### src/nkdt_pkg.sv
// Package for the name-keyed directory table: field widths, stream packing,
// operation and status codes, and default sizes.
// No dependencies.
`timescale 1ns / 1ps

package nkdt_pkg;

  // Default table geometry
  localparam int ENTRIES_DEF    = 16;
  localparam int NAME_CHARS_DEF = 8;

  // Field widths
  localparam int MODE_W   = 2;
  localparam int NAME_W   = 64;
  localparam int SECTOR_W = 10;
  localparam int KIND_W   = 8;
  localparam int STATUS_W = 2;
  localparam int SLOT_W   = 4;

  // Stream widths, padded to whole bytes
  localparam int IN_FIELDS_W  = NAME_W + SECTOR_W + KIND_W;
  localparam int IN_TDATA_W   = ((IN_FIELDS_W + 7) / 8) * 8;
  localparam int OUT_FIELDS_W = STATUS_W + SLOT_W + SECTOR_W + KIND_W + 1;
  localparam int OUT_TDATA_W  = ((OUT_FIELDS_W + 7) / 8) * 8;

  // Operation codes
  localparam logic [MODE_W-1:0] MODE_LOOKUP = 2'd0;
  localparam logic [MODE_W-1:0] MODE_ADD    = 2'd1;
  localparam logic [MODE_W-1:0] MODE_REMOVE = 2'd2;

  // Result status codes
  localparam logic [STATUS_W-1:0] STAT_OK        = 2'd0;
  localparam logic [STATUS_W-1:0] STAT_NOT_FOUND = 2'd1;
  localparam logic [STATUS_W-1:0] STAT_PRESENT   = 2'd2;
  localparam logic [STATUS_W-1:0] STAT_FULL      = 2'd3;

endpackage

### src/nkdt_ram.sv
// Generic simple dual-port RAM: one write port, one read port, registered read.
// No dependencies.
`timescale 1ns / 1ps

module nkdt_ram #(
  parameter int WIDTH = 8,
  parameter int DEPTH = 16,
  parameter int AW    = $clog2(DEPTH)
) (
  input  logic             clk,
  input  logic             we,
  input  logic [AW-1:0]    waddr,
  input  logic [WIDTH-1:0] wdata,
  input  logic [AW-1:0]    raddr,
  output logic [WIDTH-1:0] rdata
);

  logic [WIDTH-1:0] mem [DEPTH];

  // Write port and registered read port
  always_ff @(posedge clk) begin
    if (we) begin
      mem[waddr] <= wdata;
    end
    rdata <= mem[raddr];
  end

endmodule

### src/name_keyed_directory_table_top.sv
// Top level of the name-keyed directory table: request stream, scan engine,
// entry RAM and valid marks. Depends on nkdt_pkg and nkdt_ram.
//
//   Channel  Dir  tdata fields (low bit up)                          tuser
//   in_      in   name_key[63:0] new_sector[73:64] entry_kind[81:74] mode[1:0]
//   out_     out  status[1:0] slot_index[5:2] found_sector[15:6]    -
//                 found_kind[23:16] table_empty[24]
//
// Each accepted request reads every entry of the entry RAM in turn and compares
// it on the registered read data, then applies the update and loads the output
// register. The next request is taken in the cycle after the result is loaded.
// Reset clears the valid marks and the entry count; the RAM is not cleared.
// A stalled result holds the block in the apply step until it is taken.
`timescale 1ns / 1ps

module name_keyed_directory_table_top #(
  parameter int ENTRIES    = nkdt_pkg::ENTRIES_DEF,
  parameter int NAME_CHARS = nkdt_pkg::NAME_CHARS_DEF
) (
  input  logic                           clk,
  input  logic                           rst_n,
  // in_tdata: name_key, new_sector, entry_kind (from bit 0 up)
  input  logic                           in_tvalid,
  output logic                           in_tready,
  input  logic [nkdt_pkg::IN_TDATA_W-1:0] in_tdata,
  // in_tuser: mode
  input  logic [nkdt_pkg::MODE_W-1:0]    in_tuser,
  // out_tdata: status, slot_index, found_sector, found_kind, table_empty
  output logic                           out_tvalid,
  input  logic                           out_tready,
  output logic [nkdt_pkg::OUT_TDATA_W-1:0] out_tdata
);

  import nkdt_pkg::*;

  localparam int IDX_W  = $clog2(ENTRIES);
  localparam int CNT_W  = $clog2(ENTRIES + 1);
  localparam int KEY_W  = 8 * NAME_CHARS;
  localparam int DATA_W = KIND_W + SECTOR_W + KEY_W;
  localparam logic [IDX_W-1:0] LAST_IDX  = IDX_W'(ENTRIES - 1);
  localparam logic [CNT_W-1:0] CNT_FULL  = CNT_W'(ENTRIES);

  typedef enum logic [1:0] {
    S_IDLE,
    S_SCAN,
    S_APPLY
  } state_t;

  state_t state_r, state_nxt;

  // Request registers
  logic [MODE_W-1:0]   mode_r;
  logic [KEY_W-1:0]    key_r;
  logic [SECTOR_W-1:0] sec_r;
  logic [KIND_W-1:0]   kind_r;

  // Scan registers
  logic [CNT_W-1:0]    rd_cnt_r;
  logic                cmp_v_r;
  logic [IDX_W-1:0]    cmp_idx_r;
  logic                hit_r;
  logic [IDX_W-1:0]    hit_idx_r;
  logic [SECTOR_W-1:0] hit_sec_r;
  logic [KIND_W-1:0]   hit_kind_r;
  logic                free_r;
  logic [IDX_W-1:0]    free_idx_r;

  // Table state in flip-flops
  logic [ENTRIES-1:0]  valid_r;
  logic [CNT_W-1:0]    cnt_r;

  // Output register
  logic                   out_valid_r;
  logic [OUT_TDATA_W-1:0] out_data_r;

  // RAM ports
  logic              ram_we;
  logic [DATA_W-1:0] ram_wdata;
  logic [DATA_W-1:0] ram_rdata;
  logic [KEY_W-1:0]    rd_key;
  logic [SECTOR_W-1:0] rd_sec;
  logic [KIND_W-1:0]   rd_kind;

  logic          in_acc;
  logic [NAME_W-1:0] key_in;
  logic [NAME_W-1:0] key_norm;
  logic          entry_hit;
  logic          entry_free;
  logic          out_load;

  logic [STATUS_W-1:0] res_status;
  logic [IDX_W-1:0]    res_idx;
  logic [SECTOR_W-1:0] res_sec;
  logic [KIND_W-1:0]   res_kind;
  logic                do_add;
  logic                do_rem;
  logic [CNT_W-1:0]    cnt_after;
  logic                res_empty;
  logic [IDX_W+SLOT_W-1:0] slot_ext;

  assign in_tready  = (state_r == S_IDLE);
  assign in_acc     = in_tvalid && in_tready;
  assign out_tvalid = out_valid_r;
  assign out_tdata  = out_data_r;
  assign key_in     = in_tdata[NAME_W-1:0];

  // Normal form of the key: characters up to the first zero, cut to NAME_CHARS
  always_comb begin
    logic run;
    run      = 1'b1;
    key_norm = '0;
    for (int i = 0; i < 8; i++) begin
      if (run && (i < NAME_CHARS) && (key_in[8*i +: 8] != 8'd0)) begin
        key_norm[8*i +: 8] = key_in[8*i +: 8];
      end else begin
        run = 1'b0;
      end
    end
  end

  // Entry RAM: key, sector and type
  nkdt_ram #(
    .WIDTH (DATA_W),
    .DEPTH (ENTRIES)
  ) u_entry_ram (
    .clk   (clk),
    .we    (ram_we),
    .waddr (free_idx_r),
    .wdata (ram_wdata),
    .raddr (rd_cnt_r[IDX_W-1:0]),
    .rdata (ram_rdata)
  );

  assign ram_wdata = {kind_r, sec_r, key_r};
  assign rd_key    = ram_rdata[KEY_W-1:0];
  assign rd_sec    = ram_rdata[KEY_W +: SECTOR_W];
  assign rd_kind   = ram_rdata[KEY_W+SECTOR_W +: KIND_W];

  // Per-entry compare on the read data; stored keys are in normal form
  assign entry_hit  = cmp_v_r && valid_r[cmp_idx_r] && (rd_key == key_r) && !hit_r;
  assign entry_free = cmp_v_r && !valid_r[cmp_idx_r] && !free_r;

  // Result and update decision
  always_comb begin
    res_status = STAT_NOT_FOUND;
    res_idx    = '0;
    res_sec    = '0;
    res_kind   = '0;
    do_add     = 1'b0;
    do_rem     = 1'b0;
    case (mode_r)
      MODE_LOOKUP: begin
        if (hit_r) begin
          res_status = STAT_OK;
          res_idx    = hit_idx_r;
          res_sec    = hit_sec_r;
          res_kind   = hit_kind_r;
        end
      end
      MODE_ADD: begin
        if (hit_r) begin
          res_status = STAT_PRESENT;
        end else if (free_r) begin
          res_status = STAT_OK;
          res_idx    = free_idx_r;
          do_add     = 1'b1;
        end else begin
          res_status = STAT_FULL;
        end
      end
      MODE_REMOVE: begin
        if (hit_r) begin
          res_status = STAT_OK;
          res_idx    = hit_idx_r;
          do_rem     = 1'b1;
        end
      end
      default: begin
        res_status = STAT_NOT_FOUND;
      end
    endcase
  end

  assign out_load  = (state_r == S_APPLY) && (!out_valid_r || out_tready);
  assign ram_we    = out_load && do_add;
  assign cnt_after = cnt_r + CNT_W'(do_add) - CNT_W'(do_rem);
  assign res_empty = (cnt_after == '0);
  assign slot_ext  = {{SLOT_W{1'b0}}, res_idx};

  // Next state
  always_comb begin
    state_nxt = state_r;
    case (state_r)
      S_IDLE: begin
        if (in_acc) state_nxt = S_SCAN;
      end
      S_SCAN: begin
        if (cmp_v_r && (cmp_idx_r == LAST_IDX)) state_nxt = S_APPLY;
      end
      S_APPLY: begin
        if (out_load) state_nxt = S_IDLE;
      end
      default: begin
        state_nxt = S_IDLE;
      end
    endcase
  end

  // State and control registers
  always_ff @(posedge clk) begin
    if (!rst_n) begin
      state_r     <= S_IDLE;
      valid_r     <= '0;
      cnt_r       <= '0;
      out_valid_r <= 1'b0;
      cmp_v_r     <= 1'b0;
      hit_r       <= 1'b0;
      free_r      <= 1'b0;
      rd_cnt_r    <= '0;
    end else begin
      state_r <= state_nxt;

      // Output register
      if (out_load) begin
        out_valid_r <= 1'b1;
      end else if (out_tready) begin
        out_valid_r <= 1'b0;
      end

      // Start of a request
      if (in_acc) begin
        rd_cnt_r <= '0;
        cmp_v_r  <= 1'b0;
        hit_r    <= 1'b0;
        free_r   <= 1'b0;
      end else if (state_r == S_SCAN) begin
        // Issue one read per cycle, compare on the registered read data
        if (rd_cnt_r != CNT_FULL) begin
          rd_cnt_r <= rd_cnt_r + 1'b1;
          cmp_v_r  <= 1'b1;
        end else begin
          cmp_v_r  <= 1'b0;
        end
        if (entry_hit) hit_r <= 1'b1;
        if (entry_free) free_r <= 1'b1;
      end

      // Table update, once per request
      if (out_load) begin
        cnt_r <= cnt_after;
        if (do_add) valid_r[free_idx_r] <= 1'b1;
        if (do_rem) valid_r[hit_idx_r] <= 1'b0;
      end
    end
  end

  // Payload registers
  always_ff @(posedge clk) begin
    if (in_acc) begin
      mode_r <= in_tuser;
      key_r  <= key_norm[KEY_W-1:0];
      sec_r  <= in_tdata[NAME_W +: SECTOR_W];
      kind_r <= in_tdata[NAME_W+SECTOR_W +: KIND_W];
    end
    if (state_r == S_SCAN) begin
      cmp_idx_r <= rd_cnt_r[IDX_W-1:0];
    end
    if (entry_hit) begin
      hit_idx_r  <= cmp_idx_r;
      hit_sec_r  <= rd_sec;
      hit_kind_r <= rd_kind;
    end
    if (entry_free) begin
      free_idx_r <= cmp_idx_r;
    end
    if (out_load) begin
      out_data_r <= OUT_TDATA_W'({res_empty, res_kind, res_sec,
                                  slot_ext[SLOT_W-1:0], res_status});
    end
  end

  // Checks
  a_cnt_range: assert property (@(posedge clk) disable iff (!rst_n)
    cnt_r <= CNT_FULL)
    else $error("entry count exceeds table size");

  a_cnt_matches: assert property (@(posedge clk) disable iff (!rst_n)
    $countones(valid_r) == int'(cnt_r))
    else $error("entry count disagrees with valid marks");

  a_empty_flag: assert property (@(posedge clk) disable iff (!rst_n)
    out_load |=> (out_data_r[STATUS_W+SLOT_W+SECTOR_W+KIND_W] == (cnt_r == '0)))
    else $error("table_empty does not match entry count");

  a_hit_valid: assert property (@(posedge clk) disable iff (!rst_n)
    entry_hit |-> valid_r[cmp_idx_r])
    else $error("match taken on an invalid entry");

  a_add_free: assert property (@(posedge clk) disable iff (!rst_n)
    ram_we |-> !valid_r[free_idx_r])
    else $error("add writes over a valid entry");

endmodule

### config.mk
export PLATFORM = sky130hd
export DESIGN_NAME = name_keyed_directory_table_top
export DESIGN_NICKNAME = d
export VERILOG_FILES = /design/src/nkdt_pkg.sv /design/src/nkdt_ram.sv /design/src/name_keyed_directory_table_top.sv
export SDC_FILE = /design/constraint.sdc
export NUM_CORES = 2
export LEC_CHECK = 0
export BUFFER_PORTS_ARGS = -buffer_cell sky130_fd_sc_hd__buf_2
export CORE_UTILIZATION = 50
export CTS_BUF_LIST = sky130_fd_sc_hd__clkbuf_4
export DETAILED_ROUTE_END_ITERATION = 8
export PLACE_DENSITY = 0.66
export SETUP_SLACK_MARGIN = 0.5
export SYNTH_ARGS = -nofsm -noshare
export SYNTH_HDL_FRONTEND = slang
export SYNTH_SLANG_ARGS = --single-unit
export TNS_END_PERCENT = 10
### constraint.sdc
create_clock -name clk -period 26 [get_ports clk]
set_input_delay 3.9 -clock clk [delete_from_list [all_inputs] [get_ports clk]]
set_output_delay 3.9 -clock clk [all_outputs]
set_load 0.02 [all_outputs]
==> impl_metrics.csv <==
group,metric,value,unit
run_status,status,"complete, no violations",
timing,fin_crit,6434,ps
setup_path,max_stage_delay,800,ps
floorplanning,dieArea,118100,um^2
synth,ys_types,52,
setup_path,worstSetupPathType,"input port to register",
power,p_leak,20.92,nW
floorplanning,die_w,343.7,um
routing,wl_per_cell,26.59,um
clock_network,cts_max_path_buffers,4,
global_route,grt_max_degree,126,
routing,drc,0,
timing,setup_viol,0,
routing,route.final.wire_length,126.3,mm
setup_path,cp-end-kind,"register",
finish,areaGrowthSynthToFinish,12.67,%
synth,ys.flop_type,"edfxtp_1",
synth,synth_area,58360,um^2
clock_network,clk_latency,1230,ps
setup_path,cp_top_family,"buffers and inverters",
synth,synth_edf_count,1451,
floorplanning,io_pins,128,
synth,avgSynthCellArea,23.70,um^2
timing,fmax,0.1554,GHz
floorplanning,die_y,343.7,um
routing,dr.first_iter.drc_count,2167,
floorplanning,rows,124,
clock_network,clock-sinks,1565,
setup_path,cp_cell_sequence,"buf_2 -> nand2b_1 -> nand2b_1 -> nor2_1 -> nand3b_1 -> nor3_2 -> buf_4 -> buf_4",
timing,period_share,24.75,%
synth,yosysWarnings,0,
floorplanning,start_util,50.77,%
placed_design,dp_hpwl,62.73,mm
clock_network,post_cts_buffers,0,
synth,synthCells,2463,
power,ir_worst_vdd,0.04048,mV
finish,drive_above_1_share,39.33,%
placed_design,dpl_worst_slack,18350,ps
timing,slew_viol_final,0,
clock_network,path_clk_slew,70,ps
floorplanning,core-area,115000,um^2
timing,worst_slack,19570,ps
setup_path,reg2reg_from,"rd_cnt_r[0]$_SDFFE_PP0P_",
timing,finalSetupTns,0,ps
clock_network,hold_buffers,0,
finish,fin_nets,3018,
synth,synth_seq_cells,1565,
routing,vias,27448,
synth,ys_seq_area_share,78.57,%
routing,via_per_inst,5.776,
clock_network,cts_resized,0,
hold_path,min_path_type,"register to register",
hold_path,holdCritStartpoint,"u_entry_ram.rdata[71]$_DFF_P_",
timing,finClkSkew,119.6,ps
timing,worst_pin_slew,1362,ps
clock_network,clockRootBuffer,"clkbuf_4",
global_route,grt_usage,21.89,%
timing,slew_headroom,6.822,%
setup_path,crit_required,26740,ps
placed_design,port_buffers,114,
global_route,grt_pass1_wl,186.4,mm
global_route,globalRouteOverflowTotal,0,
routing,postRouteAntennaNets,0,
global_route,grt_pass1_vias,29156,
setup_path,worstPathArrival,7180,ps
setup_path,cp-start-kind,"input port",
placed_design,place_congestion,0.7295,
clock_network,cts_tree,"built",
flow_run,cap_violations,0,
setup_path,critPathLaunch,"out_tready",
clock_network,htree_levels,5,
timing,rsz0062_at_grt,"no",
synth,async_flop_share,0,%
timing,hold_viol_final,0,
power,power_density,75.96,nW/um^2
clock_network,cts_buffers,402,
setup_path,critical_path.slowest_cell,"buf_4",
routing,drt-pass1-iter-count,5,
setup_path,path_max_fanout,42,
setup_path,cp.buffers_inverters,3,
global_route,antenna_found_initial,6,
where the power goes:
part           internal, mW  switching [mW]
clock network          1.11           0.950
registers              2.77          0.0424
logic                0.0656          0.0587
synthesized netlist by cell type (all sizes together) (15+ instances only):
cell | n | area [um^2]
edfxtp | 1451 | 43570
mux4 | 414 | 9324
dfxtp | 114 | 2282
and2 | 77 | 504.2
buf | 69 | 556.8
clkbuf | 50 | 188.9
xor2 | 36 | 315.3
inv | 31 | 116.4
nor2 | 29 | 108.9
nor4 | 22 | 137.6
nand2 | 20 | 75.07
nor2b | 17 | 106.4
xnor2 | 16 | 140.1
o221a | 15 | 168.9
kinds of logic after synthesis:
group | after synthesis | share of synthesized area [%]
flip-flops | 1565 | 78.57
multiplexers | 418 | 16.04
AND/OR/NAND/NOR | 213 | 2.155
buffers and inverters | 150 | 1.477
AO/OA/AOI/OAI | 56 | 0.7868
XOR/XNOR | 52 | 0.7803
adder cells (fa/ha/maj) | 8 | 0.1844
other | 1 | 0.006425
per-layer routing:
metal	track usage, %	up-vias	wire length, um
met5	0	-	0
met4	6.333	0	1791
met3	4.658	151	8899
met2	35.27	1112	63400
met1	30.41	14619	52250
li1	-	11566	-
metrics by stage:
stage                     utilization (%)  power [mW]  instance area (um^2)  instances  hold WS [ps]
after floorplan                         -       2.949                 58390       2469         385.5
after global placement              52.72       2.988                 60610       4024         388.0
after detailed placement            52.72       2.995                 60610       4024         388.7
after CTS                           57.18       5.055                 65740       4744         356.4
after global routing                57.20       5.197                 65760       4752         392.8
final                               57.20       4.995                 65760       4752         380.9
cell type report:
| class | instances | area (um^2) |
|---|---|---|
| clock buffer | 624 | 4684 |
| fill | 8417 | 49200 |
| tap | 1512 | 1892 |
| inverter | 31 | 118.9 |
| clock inverter | 96 | 449.2 |
| antenna | 8 | 20.02 |
| timing repair buffer | 162 | 943.4 |
| sequential | 1565 | 45870 |
| multi-input combinational | 754 | 11780 |
placed cells by master, fill, tap and decap left out, types with 10 or more instances in the layout:
cell / instances
edfxtp_1: 1451
clkbuf_4: 624
mux4_2: 414
buf_2: 114
dfxtp_1: 110
clkinv_1: 77
and2_1: 67
buf_4: 47
xor2_1: 36
inv_1: 30
nor4_1: 22
nand2_1: 20
nor2_1: 17
nor2b_1: 16
xnor2_1: 16
o221a_2: 15
nor2_4: 12
a21oi_1: 11
nand2b_1: 10
sequential cells by signal, indices dropped and copies added, names as in the netlist, 4 cells and up:
signal             flops
hit_sec_r             10
valid_r               16
kind_r                 8
key_r                 64
rd_cnt_r               5
u_entry_ram.mem     1312
cmp_idx_r              4
cnt_r                  5
free_idx_r             4
out_tdata             25
sec_r                 10
u_entry_ram.rdata     82
hit_idx_r              4
hit_kind_r             8
path summary, 6_finish.rpt:
path / slack, ps / to / depth (start not counted)
setup reg to reg: 21390 / u_entry_ram.rdata[42]$_DFF_P_ / 5
hold / removal: 380 / hit_sec_r[7]$_DFFE_PP_ / 0
setup / recovery: 19570 / u_entry_ram.mem[4][32]$_DFFE_PP_ / 8
hold reg to reg: 380 / hit_sec_r[7]$_DFFE_PP_ / 0
(Power assumes the default switching activity.)
